File: src/fixed_point_dda_line_rasterizer_assert.svh
// Assertion helpers shared by the rasterizer modules.
`ifndef FIXED_POINT_DDA_LINE_RASTERIZER_ASSERT_SVH
`define FIXED_POINT_DDA_LINE_RASTERIZER_ASSERT_SVH

// Same-cycle implication, off during reset.
`define FPDDA_ASSERT_IMPLIES(label, clk, rst, ante, cons) \
  label: assert property (@(posedge clk) disable iff (rst) (ante) |-> (cons)) \
    else $error("rasterizer same-cycle check failed");

// Next-cycle implication, off during reset.
`define FPDDA_ASSERT_NEXT(label, clk, rst, ante, cons) \
  label: assert property (@(posedge clk) disable iff (rst) (ante) |=> (cons)) \
    else $error("rasterizer next-cycle check failed");

`endif

File: src/fpdda_pkg.sv
`default_nettype none

package fpdda_pkg;

  localparam int FIELD_BITS = 16;

  typedef enum logic {
    OP_START   = 1'b0,
    OP_ADVANCE = 1'b1
  } item_op_t;

  // Datapath operation selected by the current control word.
  typedef enum logic [2:0] {
    DP_DISPATCH,
    DP_DELTA,
    DP_SELECT,
    DP_DIVIDE,
    DP_FINISH
  } dp_op_t;

  typedef enum logic [1:0] {
    JMP_ALWAYS,
    JMP_DISPATCH,
    JMP_DIV_DONE,
    JMP_OUT_FREE
  } jump_t;

  typedef enum logic [2:0] {
    STEP_DISPATCH,
    STEP_DELTA,
    STEP_SELECT,
    STEP_DIVIDE,
    STEP_FINISH
  } step_t;

  typedef struct packed {
    dp_op_t op;
    logic   in_ready;
    jump_t  jump;
    step_t  target;
  } ucode_t;

  typedef struct packed {
    dp_op_t op;
    logic   in_ready;
  } dp_ctrl_t;

  typedef struct packed {
    logic accept_start;
    logic div_last;
    logic out_free;
  } dp_status_t;

  // Control store. A conditional jump that is not taken holds the step.
  function automatic ucode_t ucode_rom(step_t s);
    ucode_t w;
    case (s)
      STEP_DISPATCH: w = '{op: DP_DISPATCH, in_ready: 1'b1, jump: JMP_DISPATCH,
                           target: STEP_DELTA};
      STEP_DELTA:    w = '{op: DP_DELTA, in_ready: 1'b0, jump: JMP_ALWAYS,
                           target: STEP_SELECT};
      STEP_SELECT:   w = '{op: DP_SELECT, in_ready: 1'b0, jump: JMP_ALWAYS,
                           target: STEP_DIVIDE};
      STEP_DIVIDE:   w = '{op: DP_DIVIDE, in_ready: 1'b0, jump: JMP_DIV_DONE,
                           target: STEP_FINISH};
      STEP_FINISH:   w = '{op: DP_FINISH, in_ready: 1'b0, jump: JMP_OUT_FREE,
                           target: STEP_DISPATCH};
      default:       w = '{op: DP_DISPATCH, in_ready: 1'b1, jump: JMP_DISPATCH,
                           target: STEP_DELTA};
    endcase
    return w;
  endfunction

endpackage

`default_nettype wire

File: src/fpdda_in_if.sv
`default_nettype none

interface fpdda_in_if;
  import fpdda_pkg::*;

  logic                  valid;
  logic                  ready;
  logic                  op;
  logic [FIELD_BITS-1:0] x_start;
  logic [FIELD_BITS-1:0] y_start;
  logic [FIELD_BITS-1:0] x_end;
  logic [FIELD_BITS-1:0] y_end;

  modport source (output valid, op, x_start, y_start, x_end, y_end, input ready);
  modport sink   (input valid, op, x_start, y_start, x_end, y_end, output ready);
endinterface

`default_nettype wire

File: src/fpdda_out_if.sv
`default_nettype none

interface fpdda_out_if;
  import fpdda_pkg::*;

  logic                  valid;
  logic                  ready;
  logic [FIELD_BITS-1:0] pixel_x;
  logic [FIELD_BITS-1:0] pixel_y;
  logic                  last;

  modport source (output valid, pixel_x, pixel_y, last, input ready);
  modport sink   (input valid, pixel_x, pixel_y, last, output ready);
endinterface

`default_nettype wire

File: src/fixed_point_dda_line_rasterizer.sv
// Channel  Dir  Payload                               Accepted when
// cmd      in   op, x_start, y_start, x_end, y_end    cmd.valid && cmd.ready
// pix      out  pixel_x, pixel_y, last                pix.valid && pix.ready
//
// Advance items step position and accumulator and compare with the limit,
// one pixel per cycle while pix is taken. A start item runs the DELTA,
// SELECT, DIVIDE and FINISH steps; the restoring divider makes one quotient
// bit per cycle for the minor increment. There is no clearing pass on reset.
// A full output register that is not taken holds cmd.ready low.
`default_nettype none

module fixed_point_dda_line_rasterizer
  import fpdda_pkg::*;
#(
  parameter int COORD_BITS = 16,
  parameter int FRAC_BITS  = 8
) (
  input  logic        clk,
  input  logic        rst,
  fpdda_in_if.sink    cmd,
  fpdda_out_if.source pix
);

  dp_ctrl_t   ctrl;
  dp_status_t status;

  fpdda_seq u_seq (
    .clk    (clk),
    .rst    (rst),
    .status (status),
    .ctrl   (ctrl)
  );

  fpdda_dp #(
    .COORD_BITS (COORD_BITS),
    .FRAC_BITS  (FRAC_BITS)
  ) u_dp (
    .clk    (clk),
    .rst    (rst),
    .ctrl   (ctrl),
    .status (status),
    .cmd    (cmd),
    .pix    (pix)
  );

endmodule

`default_nettype wire

File: src/fpdda_seq.sv
`default_nettype none
`include "fixed_point_dda_line_rasterizer_assert.svh"

module fpdda_seq
  import fpdda_pkg::*;
(
  input  logic       clk,
  input  logic       rst,
  input  dp_status_t status,
  output dp_ctrl_t   ctrl
);

  step_t  step;
  step_t  step_next;
  ucode_t word;

  assign word = ucode_rom(step);

  always_comb begin
    step_next = step;
    case (word.jump)
      JMP_ALWAYS:   step_next = word.target;
      JMP_DISPATCH: if (status.accept_start) step_next = word.target;
      JMP_DIV_DONE: if (status.div_last) step_next = word.target;
      JMP_OUT_FREE: if (status.out_free) step_next = word.target;
      default:      step_next = STEP_DISPATCH;
    endcase
  end

  always_ff @(posedge clk) begin
    if (rst) begin
      step <= STEP_DISPATCH;
    end else begin
      step <= step_next;
    end
  end

  always_comb begin
    ctrl.op       = word.op;
    ctrl.in_ready = word.in_ready;
  end

  `FPDDA_ASSERT_NEXT(a_start_runs_delta, clk, rst, status.accept_start, step == STEP_DELTA)
  `FPDDA_ASSERT_NEXT(a_finish_holds, clk, rst, step == STEP_FINISH && !status.out_free, step == STEP_FINISH)

endmodule

`default_nettype wire

File: src/fpdda_dp.sv
`default_nettype none
`include "fixed_point_dda_line_rasterizer_assert.svh"

module fpdda_dp
  import fpdda_pkg::*;
#(
  parameter int COORD_BITS = 16,
  parameter int FRAC_BITS  = 8
) (
  input  logic               clk,
  input  logic               rst,
  input  dp_ctrl_t           ctrl,
  output dp_status_t         status,
  fpdda_in_if.sink           cmd,
  fpdda_out_if.source        pix
);

  localparam int C        = COORD_BITS;
  localparam int F        = FRAC_BITS;
  localparam int ACC_BITS = C + F + 2;
  localparam int INC_BITS = F + 2;
  localparam int QUO_BITS = F + 1;
  localparam int CNT_BITS = $clog2(F + 1);
  localparam logic [F-1:0] HALF_PIXEL = {1'b1, {(F-1){1'b0}}};
  localparam logic signed [INC_BITS-1:0] INC_MAX = {2'b01, {F{1'b0}}};

  // endpoints
  logic [C-1:0] x0, y0, x1, y1;
  // deltas
  logic [C-1:0] adx, ady;
  logic         dx_neg, dy_neg;
  // line state
  logic                       active;
  logic                       major_is_y;
  logic                       descending;
  logic [C-1:0]               position;
  logic [C-1:0]               limit;
  logic signed [ACC_BITS-1:0] acc;
  logic signed [INC_BITS-1:0] inc;
  // divider
  logic [C:0]          rem;
  logic [C-1:0]        dvs;
  logic [QUO_BITS-1:0] quo;
  logic [CNT_BITS-1:0] cnt;
  logic                q_neg;
  logic                maj_zero;
  // output register
  logic         out_valid;
  logic [C-1:0] out_x, out_y;
  logic         out_last;

  logic accept, accept_start, accept_adv, out_free, out_load;
  logic [C:0]   dx_w, dy_w, dx_mag, dy_mag;
  logic         y_major_w, maj_neg_w, min_neg_w;
  logic [C-1:0] amaj_w, amin_w, min0_w, pos0_w, lim0_w;
  logic signed [ACC_BITS-1:0] acc_init;
  logic [C+1:0] diff;
  logic         ge;
  logic [C:0]   r_keep, rem_next;
  logic signed [INC_BITS-1:0] inc_mag, inc_fin;
  logic [C-1:0] pos_adv;
  logic signed [ACC_BITS-1:0] inc_ext, acc_adv;
  logic [C-1:0] emit_pos, emit_minor;
  logic signed [ACC_BITS-1:0] emit_acc;
  logic         last_w;

  assign out_free     = !out_valid || pix.ready;
  assign cmd.ready    = ctrl.in_ready && out_free;
  assign accept       = cmd.valid && cmd.ready;
  assign accept_start = accept && (cmd.op == OP_START);
  assign accept_adv   = accept && (cmd.op == OP_ADVANCE) && active;
  assign out_load     = ((ctrl.op == DP_FINISH) && out_free) || accept_adv;

  always_comb begin
    status.accept_start = accept_start;
    status.div_last     = (cnt == '0);
    status.out_free     = out_free;
  end

  // deltas and magnitudes
  assign dx_w   = {1'b0, x1} - {1'b0, x0};
  assign dy_w   = {1'b0, y1} - {1'b0, y0};
  assign dx_mag = dx_w[C] ? (~dx_w + 1'b1) : dx_w;
  assign dy_mag = dy_w[C] ? (~dy_w + 1'b1) : dy_w;

  // major axis pick; a tie goes to x
  assign y_major_w = ady > adx;
  assign amaj_w    = y_major_w ? ady : adx;
  assign amin_w    = y_major_w ? adx : ady;
  assign maj_neg_w = y_major_w ? dy_neg : dx_neg;
  assign min_neg_w = y_major_w ? dx_neg : dy_neg;
  assign min0_w    = y_major_w ? x0 : y0;
  assign pos0_w    = y_major_w ? y0 : x0;
  assign lim0_w    = y_major_w ? y1 : x1;
  assign acc_init  = signed'({2'b00, min0_w, HALF_PIXEL});

  // restoring divider, one quotient bit per step; the remainder is shifted left after each trial subtraction
  assign diff     = {1'b0, rem} - {2'b00, dvs};
  assign ge       = !diff[C+1];
  assign r_keep   = ge ? diff[C:0] : rem;
  assign rem_next = {r_keep[C-1:0], 1'b0};

  assign inc_mag = signed'({1'b0, quo});
  assign inc_fin = maj_zero ? '0 : (q_neg ? -inc_mag : inc_mag);

  // one pixel step
  assign pos_adv = descending ? (position - 1'b1) : (position + 1'b1);
  assign inc_ext = ACC_BITS'(inc);
  assign acc_adv = descending ? (acc - inc_ext) : (acc + inc_ext);

  assign emit_pos   = (ctrl.op == DP_FINISH) ? position : pos_adv;
  assign emit_acc   = (ctrl.op == DP_FINISH) ? acc : acc_adv;
  assign emit_minor = emit_acc[F +: C];
  assign last_w     = (emit_pos == limit);

  always_ff @(posedge clk) begin
    if (rst) begin
      active     <= 1'b0;
      major_is_y <= 1'b0;
      descending <= 1'b0;
      inc        <= '0;
      cnt        <= '0;
      out_valid  <= 1'b0;
    end else begin
      if (out_load) begin
        out_valid <= 1'b1;
      end else if (pix.ready) begin
        out_valid <= 1'b0;
      end
      case (ctrl.op)
        DP_DISPATCH: begin
          if (accept_adv) active <= !last_w;
        end
        DP_SELECT: begin
          major_is_y <= y_major_w;
          descending <= maj_neg_w || (amaj_w == '0);
          cnt        <= CNT_BITS'(F);
        end
        DP_DIVIDE: begin
          cnt <= cnt - 1'b1;
        end
        DP_FINISH: begin
          if (out_free) begin
            inc    <= inc_fin;
            active <= !last_w;
          end
        end
        default: begin
        end
      endcase
    end
  end

  always_ff @(posedge clk) begin
    if (accept_start) begin
      x0 <= cmd.x_start[C-1:0];
      y0 <= cmd.y_start[C-1:0];
      x1 <= cmd.x_end[C-1:0];
      y1 <= cmd.y_end[C-1:0];
    end
    if (out_load) begin
      out_x    <= major_is_y ? emit_minor : emit_pos;
      out_y    <= major_is_y ? emit_pos : emit_minor;
      out_last <= last_w;
    end
    case (ctrl.op)
      DP_DISPATCH: begin
        if (accept_adv) begin
          position <= pos_adv;
          acc      <= acc_adv;
        end
      end
      DP_DELTA: begin
        adx    <= dx_mag[C-1:0];
        ady    <= dy_mag[C-1:0];
        dx_neg <= dx_w[C];
        dy_neg <= dy_w[C];
      end
      DP_SELECT: begin
        position <= pos0_w;
        limit    <= lim0_w;
        acc      <= acc_init;
        rem      <= {1'b0, amin_w};
        dvs      <= amaj_w;
        quo      <= '0;
        q_neg    <= maj_neg_w ^ min_neg_w;
        maj_zero <= (amaj_w == '0);
      end
      DP_DIVIDE: begin
        rem <= rem_next;
        quo <= {quo[QUO_BITS-2:0], ge};
      end
      default: begin
      end
    endcase
  end

  assign pix.valid   = out_valid;
  assign pix.pixel_x = FIELD_BITS'(out_x);
  assign pix.pixel_y = FIELD_BITS'(out_y);
  assign pix.last    = out_last;

  `FPDDA_ASSERT_NEXT(a_last_ends_line, clk, rst, out_load && last_w, !active)
  `FPDDA_ASSERT_IMPLIES(a_inc_bounded, clk, rst, active, (inc <= INC_MAX) && (inc >= -INC_MAX))
  `FPDDA_ASSERT_NEXT(a_div_to_finish, clk, rst, ctrl.op == DP_DIVIDE && status.div_last, ctrl.op == DP_FINISH)

endmodule

`default_nettype wire
File: src/flat_wrapper.sv
// flat-port wrapper written by rule: the top's interface ports become plain ports
module fixed_point_dda_line_rasterizer_flat import fpdda_pkg::*;
#(
  parameter int COORD_BITS = 16,
  parameter int FRAC_BITS  = 8
)
  (clk, rst, cmd_valid, cmd_op, cmd_x_start, cmd_y_start, cmd_x_end, cmd_y_end, cmd_ready, pix_valid, pix_pixel_x, pix_pixel_y, pix_last, pix_ready);
  fpdda_in_if cmd_i ();
  fpdda_out_if pix_i ();
  input  logic clk;
  input  logic rst;
  input wire logic [$bits(cmd_i.valid)-1:0] cmd_valid;
  input wire logic [$bits(cmd_i.op)-1:0] cmd_op;
  input wire logic [$bits(cmd_i.x_start)-1:0] cmd_x_start;
  input wire logic [$bits(cmd_i.y_start)-1:0] cmd_y_start;
  input wire logic [$bits(cmd_i.x_end)-1:0] cmd_x_end;
  input wire logic [$bits(cmd_i.y_end)-1:0] cmd_y_end;
  output wire logic [$bits(cmd_i.ready)-1:0] cmd_ready;
  output wire logic [$bits(pix_i.valid)-1:0] pix_valid;
  output wire logic [$bits(pix_i.pixel_x)-1:0] pix_pixel_x;
  output wire logic [$bits(pix_i.pixel_y)-1:0] pix_pixel_y;
  output wire logic [$bits(pix_i.last)-1:0] pix_last;
  input wire logic [$bits(pix_i.ready)-1:0] pix_ready;
  assign cmd_i.valid = cmd_valid;
  assign cmd_i.op = cmd_op;
  assign cmd_i.x_start = cmd_x_start;
  assign cmd_i.y_start = cmd_y_start;
  assign cmd_i.x_end = cmd_x_end;
  assign cmd_i.y_end = cmd_y_end;
  assign cmd_ready = cmd_i.ready;
  assign pix_valid = pix_i.valid;
  assign pix_pixel_x = pix_i.pixel_x;
  assign pix_pixel_y = pix_i.pixel_y;
  assign pix_last = pix_i.last;
  assign pix_i.ready = pix_ready;
  fixed_point_dda_line_rasterizer #(.COORD_BITS(COORD_BITS), .FRAC_BITS(FRAC_BITS)) u_core (.clk(clk), .rst(rst), .cmd(cmd_i), .pix(pix_i));
endmodule
File: config.mk
export PLATFORM = sky130hd
export DESIGN_NAME = fixed_point_dda_line_rasterizer_flat
export DESIGN_NICKNAME = d
export VERILOG_FILES = /design/src/fpdda_pkg.sv /design/src/fpdda_in_if.sv /design/src/fpdda_out_if.sv /design/src/fixed_point_dda_line_rasterizer.sv /design/src/fpdda_seq.sv /design/src/fpdda_dp.sv /design/src/flat_wrapper.sv
export VERILOG_INCLUDE_DIRS = /design/src /design/src/src
export SDC_FILE = /design/constraint.sdc
export NUM_CORES = 1
export LEC_CHECK = 0
export ABC_AREA = 1
export CORE_MARGIN = 8
export CORE_UTILIZATION = 50
export DETAILED_ROUTE_END_ITERATION = 10
export DONT_BUFFER_PORTS = 1
export PLACE_DENSITY = 0.69
export SYNTH_ARGS = -nofsm -noshare
export SYNTH_HDL_FRONTEND = slang
export SYNTH_SLANG_ARGS = --single-unit
File: constraint.sdc
create_clock -name clk -period 5.39 [get_ports clk]
set_input_delay 0.539 -clock clk [delete_from_list [all_inputs] [get_ports clk]]
set_output_delay 0.539 -clock clk [all_outputs]
set_load 0.01 [all_outputs]
==> impl_metrics.xml <==
<?xml version="1.0" encoding="UTF-8"?>
<metrics>
  <group name="timing">
    <metric name="count_of_final_setup_violators" unit="">0</metric>
    <metric name="timing.final.crit_share" unit="%">71.3</metric>
    <metric name="slew_headroom" unit="%">23.7</metric>
    <metric name="worst_setup_slack_after_layout" unit="ns">1.55</metric>
    <metric name="fmaxAchievable" unit="MHz">260</metric>
    <metric name="fin_setup_tns" unit="ns">0</metric>
    <metric name="worst-slew-pin-transition" unit="ns">1.14</metric>
    <metric name="final_layout_worst_hold_slack" unit="ns">0.0235</metric>
    <metric name="final.setup_skew" unit="ns">0.0218</metric>
    <metric name="setup_repair_after_global_routing_missed_its_margin" unit="">false</metric>
    <metric name="finalCriticalPeriod" unit="ns">3.84</metric>
    <metric name="timing_hold_violations_final" unit="">0</metric>
    <metric name="timing_max_transition_violations_final" unit="">0</metric>
  </group>
  <group name="die">
    <metric name="dieHeight" unit="um">201</metric>
    <metric name="die_area" unit="mm^2">0.0405</metric>
    <metric name="core_area" unit="mm^2">0.0342</metric>
    <metric name="top_level_ports" unit="">104</metric>
    <metric name="floorplan.initialDensity" unit="%">50.2</metric>
    <metric name="placement_rows" unit="">68</metric>
    <metric name="die_w" unit="um">201</metric>
  </group>
  <group name="cells_and_area">
    <metric name="largest-register" unit="">u_core.u_dp.acc</metric>
    <metric name="post_route_cells_drive_above_1_share" unit="%">6.44</metric>
    <metric name="flow.area_growth_from_synthesis" unit="%">8.23</metric>
    <metric name="num-fill-cells" unit="">3228</metric>
    <metric name="fin_util" unit="%">54.3</metric>
    <metric name="seqCellArea" unit="mm^2">0.00736</metric>
    <metric name="post_route_insts_no_fill" unit="">2584</metric>
    <metric name="final_nets" unit="">2284</metric>
    <metric name="largest_register_ffs" unit="">24</metric>
    <metric name="area_taken_by_multi_input_logic_gates" unit="mm^2">0.00853</metric>
    <metric name="layout_top_registers" unit="">u_core.u_dp.acc x24, u_core.u_dp.rem x17</metric>
  </group>
  <group name="grt">
    <metric name="gr-usage-all-layers" unit="%">22.6</metric>
    <metric name="grt_pass1_vias" unit="">13563</metric>
    <metric name="antenna_found_initial" unit="">3</metric>
    <metric name="grt_start_max_net_pins" unit="">66</metric>
    <metric name="first_pass_grt_wire_length" unit="um">73100</metric>
    <metric name="global_route.overflow_total" unit="">0</metric>
  </group>
  <group name="critical_path">
    <metric name="crit_path_to" unit="">u_core.u_dp.pix.pixel_y[11]</metric>
    <metric name="worstSetupStartpoint" unit="">u_core.u_dp.descending</metric>
    <metric name="worstSetupStartpointType" unit="">flop</metric>
    <metric name="critical_path_class" unit="">reg -&gt; reg</metric>
    <metric name="crit_fanout" unit="">14</metric>
    <metric name="required" unit="ns">5.67</metric>
    <metric name="timing.rr.end" unit="">u_core.u_dp.pix.pixel_y[11]</metric>
    <metric name="rrSetupSlack" unit="ns">1.55</metric>
    <metric name="worst_r2r_startpoint" unit="">u_core.u_dp.descending</metric>
    <metric name="worstRegToRegCells" unit="">16</metric>
    <metric name="worst_setup_path_end_kind" unit="">flop</metric>
    <metric name="arrival" unit="ns">4.12</metric>
  </group>
  <group name="worst_hold_path">
    <metric name="hold_path_depth" unit="">1</metric>
    <metric name="min-delay-path-class" unit="">in -&gt; reg</metric>
  </group>
  <group name="routing">
    <metric name="first_pass_iters" unit="">6</metric>
    <metric name="viasPerCell" unit="">5.52</metric>
    <metric name="drt_first_iter_violations" unit="">1106</metric>
    <metric name="antenna_left" unit="">0</metric>
    <metric name="routed_wire_length_per_instance" unit="um">18.2</metric>
    <metric name="via_count" unit="">14267</metric>
    <metric name="route.detailed.drc" unit="">0</metric>
    <metric name="drt_wl_total" unit="um">46900</metric>
  </group>
  <group name="pwr">
    <metric name="sequentialPowerShare" unit="%">27.4</metric>
    <metric name="powerDensity" unit="mW/mm^2">735</metric>
    <metric name="power.switching_fraction" unit="%">48.5</metric>
    <metric name="power.ir.vdd_worst" unit="uV">340</metric>
    <metric name="power_dissipated_by_switching_net_loads" unit="uW">6620</metric>
    <metric name="combPwrFrac" unit="%">57.6</metric>
    <metric name="power.internal" unit="uW">7030</metric>
    <metric name="total_leakage_power" unit="uW">0.00828</metric>
    <metric name="clkPwrFrac" unit="%">15.0</metric>
  </group>
  <group name="logic_synthesis">
    <metric name="synth_cells" unit="">2119</metric>
    <metric name="yosysWarnings" unit="">0</metric>
    <metric name="post_synth.cell_area_avg" unit="um^2">8.10</metric>
    <metric name="proportion_of_synthesized_chip_area_in_sequential_cells" unit="%">42.8</metric>
    <metric name="edff_count_synth" unit="">231</metric>
    <metric name="netlist_area_pre_place" unit="mm^2">0.0172</metric>
    <metric name="count_of_state_elements_after_synthesis" unit="">252</metric>
    <metric name="fraction_of_registers_with_async_set_or_reset_after_synthesis" unit="%">0</metric>
    <metric name="synth_ff_type" unit="">edfxtp_1</metric>
    <metric name="syn_nets" unit="">2299</metric>
    <metric name="synth.lib_cells_used.distinct" unit="">58</metric>
  </group>
  <group name="clock_tree">
    <metric name="cts_resized" unit="">0</metric>
    <metric name="numCtsBuffers" unit="">30</metric>
    <metric name="cts.htree.levels" unit="">1</metric>
    <metric name="clock_insertion_delay_worst_skew" unit="ns">0.59</metric>
    <metric name="cts_max_path_buffers" unit="">3</metric>
    <metric name="cts.root.buffer_cell" unit="">clkbuf_16</metric>
    <metric name="clkTransAtPathRegs" unit="ns">0.06</metric>
    <metric name="cts_setup_buffers" unit="">0</metric>
    <metric name="tritoncts_clock_tree" unit="">built</metric>
    <metric name="postCtsHoldBufs" unit="">0</metric>
    <metric name="cts.sinks" unit="">252</metric>
  </group>
  <group name="placement">
    <metric name="dp_hpwl" unit="um">36900</metric>
    <metric name="gp_congestion" unit="">0.951</metric>
    <metric name="dpl.cell_count" unit="">2527</metric>
    <metric name="place_worst_setup_slack" unit="ns">1.60</metric>
    <metric name="count_of_buffers_inserted_at_the_top_level_ports" unit="">0</metric>
  </group>
  <group name="run_status">
    <metric name="run_status" unit="">complete, no violations</metric>
  </group>
  <group name="run">
    <metric name="max_cap_violations" unit="">0</metric>
  </group>
</metrics>
final cells by class:
class,count,area share (%)
flip-flops and latches,252,39.6
clock buffers,36,4.16
well taps,455,3.06
diodes,3,0.0404
multi-input cells,1535,45.9
repair buffers,12,0.485
inverters,273,5.51
clock inverters,18,1.23
cell usage in the layout, fill, tap and decap left out, types with 10 or more instances in the layout:
master / synthesis / routed
nand2_1: 582 / 581
inv_1: 267 / 267
edfxtp_1: 231 / 231
o21ai_0: 151 / 151
nand3_1: 138 / 138
nor2_1: 128 / 127
a21oi_1: 112 / 112
ha_1: 106 / 106
xor2_1: 44 / 44
o211ai_1: 34 / 34
clkbuf_16: 0 / 30
nand4_1: 29 / 29
xnor2_1: 24 / 24
dfxtp_1: 21 / 21
nor3_1: 19 / 18
or2_2: 18 / 18
nand3b_1: 15 / 15
nand2_2: 12 / 12
buf_4: 3 / 12
a31oi_1: 10 / 10
Yosys cell counts, types with 6 or more instances:
cell type / count / share of area (%)
nor3_1: 19 / 0.55
edfxtp_1: 231 / 40
a31oi_1: 10 / 0.36
or2_1: 7 / 0.26
inv_1: 267 / 5.8
o21ai_2: 7 / 0.36
a21oi_1: 112 / 3.3
o31ai_1: 8 / 0.35
a21oi_2: 7 / 0.36
dfxtp_1: 21 / 2.4
o21ai_1: 7 / 0.20
xor2_1: 44 / 2.2
o21ai_0: 151 / 4.4
nand3_2: 8 / 0.47
xnor2_1: 24 / 1.2
or2_2: 18 / 0.66
o21bai_1: 7 / 0.31
a211oi_1: 6 / 0.26
nand2_1: 582 / 13
o21a_1: 6 / 0.26
nand3_1: 138 / 4.0
nand4_1: 29 / 1.1
buf_2: 20 / 0.58
buf_1: 6 / 0.13
nand2_2: 12 / 0.44
nand3b_1: 15 / 0.66
nor2_1: 128 / 2.8
o211ai_1: 34 / 1.5
ha_1: 106 / 7.7
clkbuf_1: 27 / 0.59
worst min-delay path by stage:
| stage | from | end |
|---|---|---|
| after detailed placement | u_core.u_dp.inc[1] | u_core.u_dp.inc[1] |
| after global placement | u_core.u_dp.cnt[2] | u_core.u_dp.cnt[2] |
| after CTS | rst | u_core.u_dp.inc[8] |
| final | rst | u_core.u_dp.pix.valid |
| after global routing | rst | u_core.u_dp.inc[8] |
| after floorplan | u_core.u_dp.cnt[2] | u_core.u_dp.cnt[2] |
worst max-delay path, cell delays in order, from the launching register on:
cell      delay, ns
dfxtp_1        0.47
xnor2_1        0.77
o31ai_1        0.18
ha_1           0.41
nand2_1        0.13
inv_1          0.06
nand2_1        0.06
nand3b_1       0.10
nand3_1        0.15
nand2_1        0.10
nand2_1        0.12
nand2_1        0.08
nand2_1        0.06
xnor2_1        0.44
nand2_1        0.16
o211ai_1       0.11
o21ai_0        0.14
power by group through the flow:
stage | clock (uW) | sequential (uW) | combinational [uW]
4_1_cts | 2090 | 3740 | 7810
2_1_floorplan | 0 | 3590 | 5790
3_5_place_dp | 0 | 3770 | 7770
3_3_place_gp | 0 | 3760 | 7650
6_report | 2050 | 3740 | 7870
5_1_grt | 2150 | 3800 | 8850
layer usage:
metal,track usage (%),wire length (um),vias up
li1,-,-,7101
met1,30.3,21000,6624
met2,36.2,21300,446
met3,3.70,2870,96
met4,8.64,1770,0
met5,0,0,-
logic make-up (layout without fill, tap and decap cells):
logic type / Yosys count / in the layout / share of synthesized area (%)
AOI/OAI and AO/OA: 375 / 375 / 12.6
xor gates and xnor gates: 74 / 74 / 4.04
and+or+nand+nor: 972 / 972 / 24.4
DFF: 252 / 252 / 42.8
buffers and inverters: 332 / 339 / 7.60
other: 0 / 3 / 0
muxes: 3 / 3 / 0.175
adders and majority gates: 111 / 111 / 8.31
metrics by stage:
step	instance area [um^2]	power [uW]
global route	18600	14800
floorplan	17200	9380
detailed placement	17600	11500
global placement	17600	11400
finish	18600	13700
CTS	18600	13600
(Power assumes the default switching activity.)
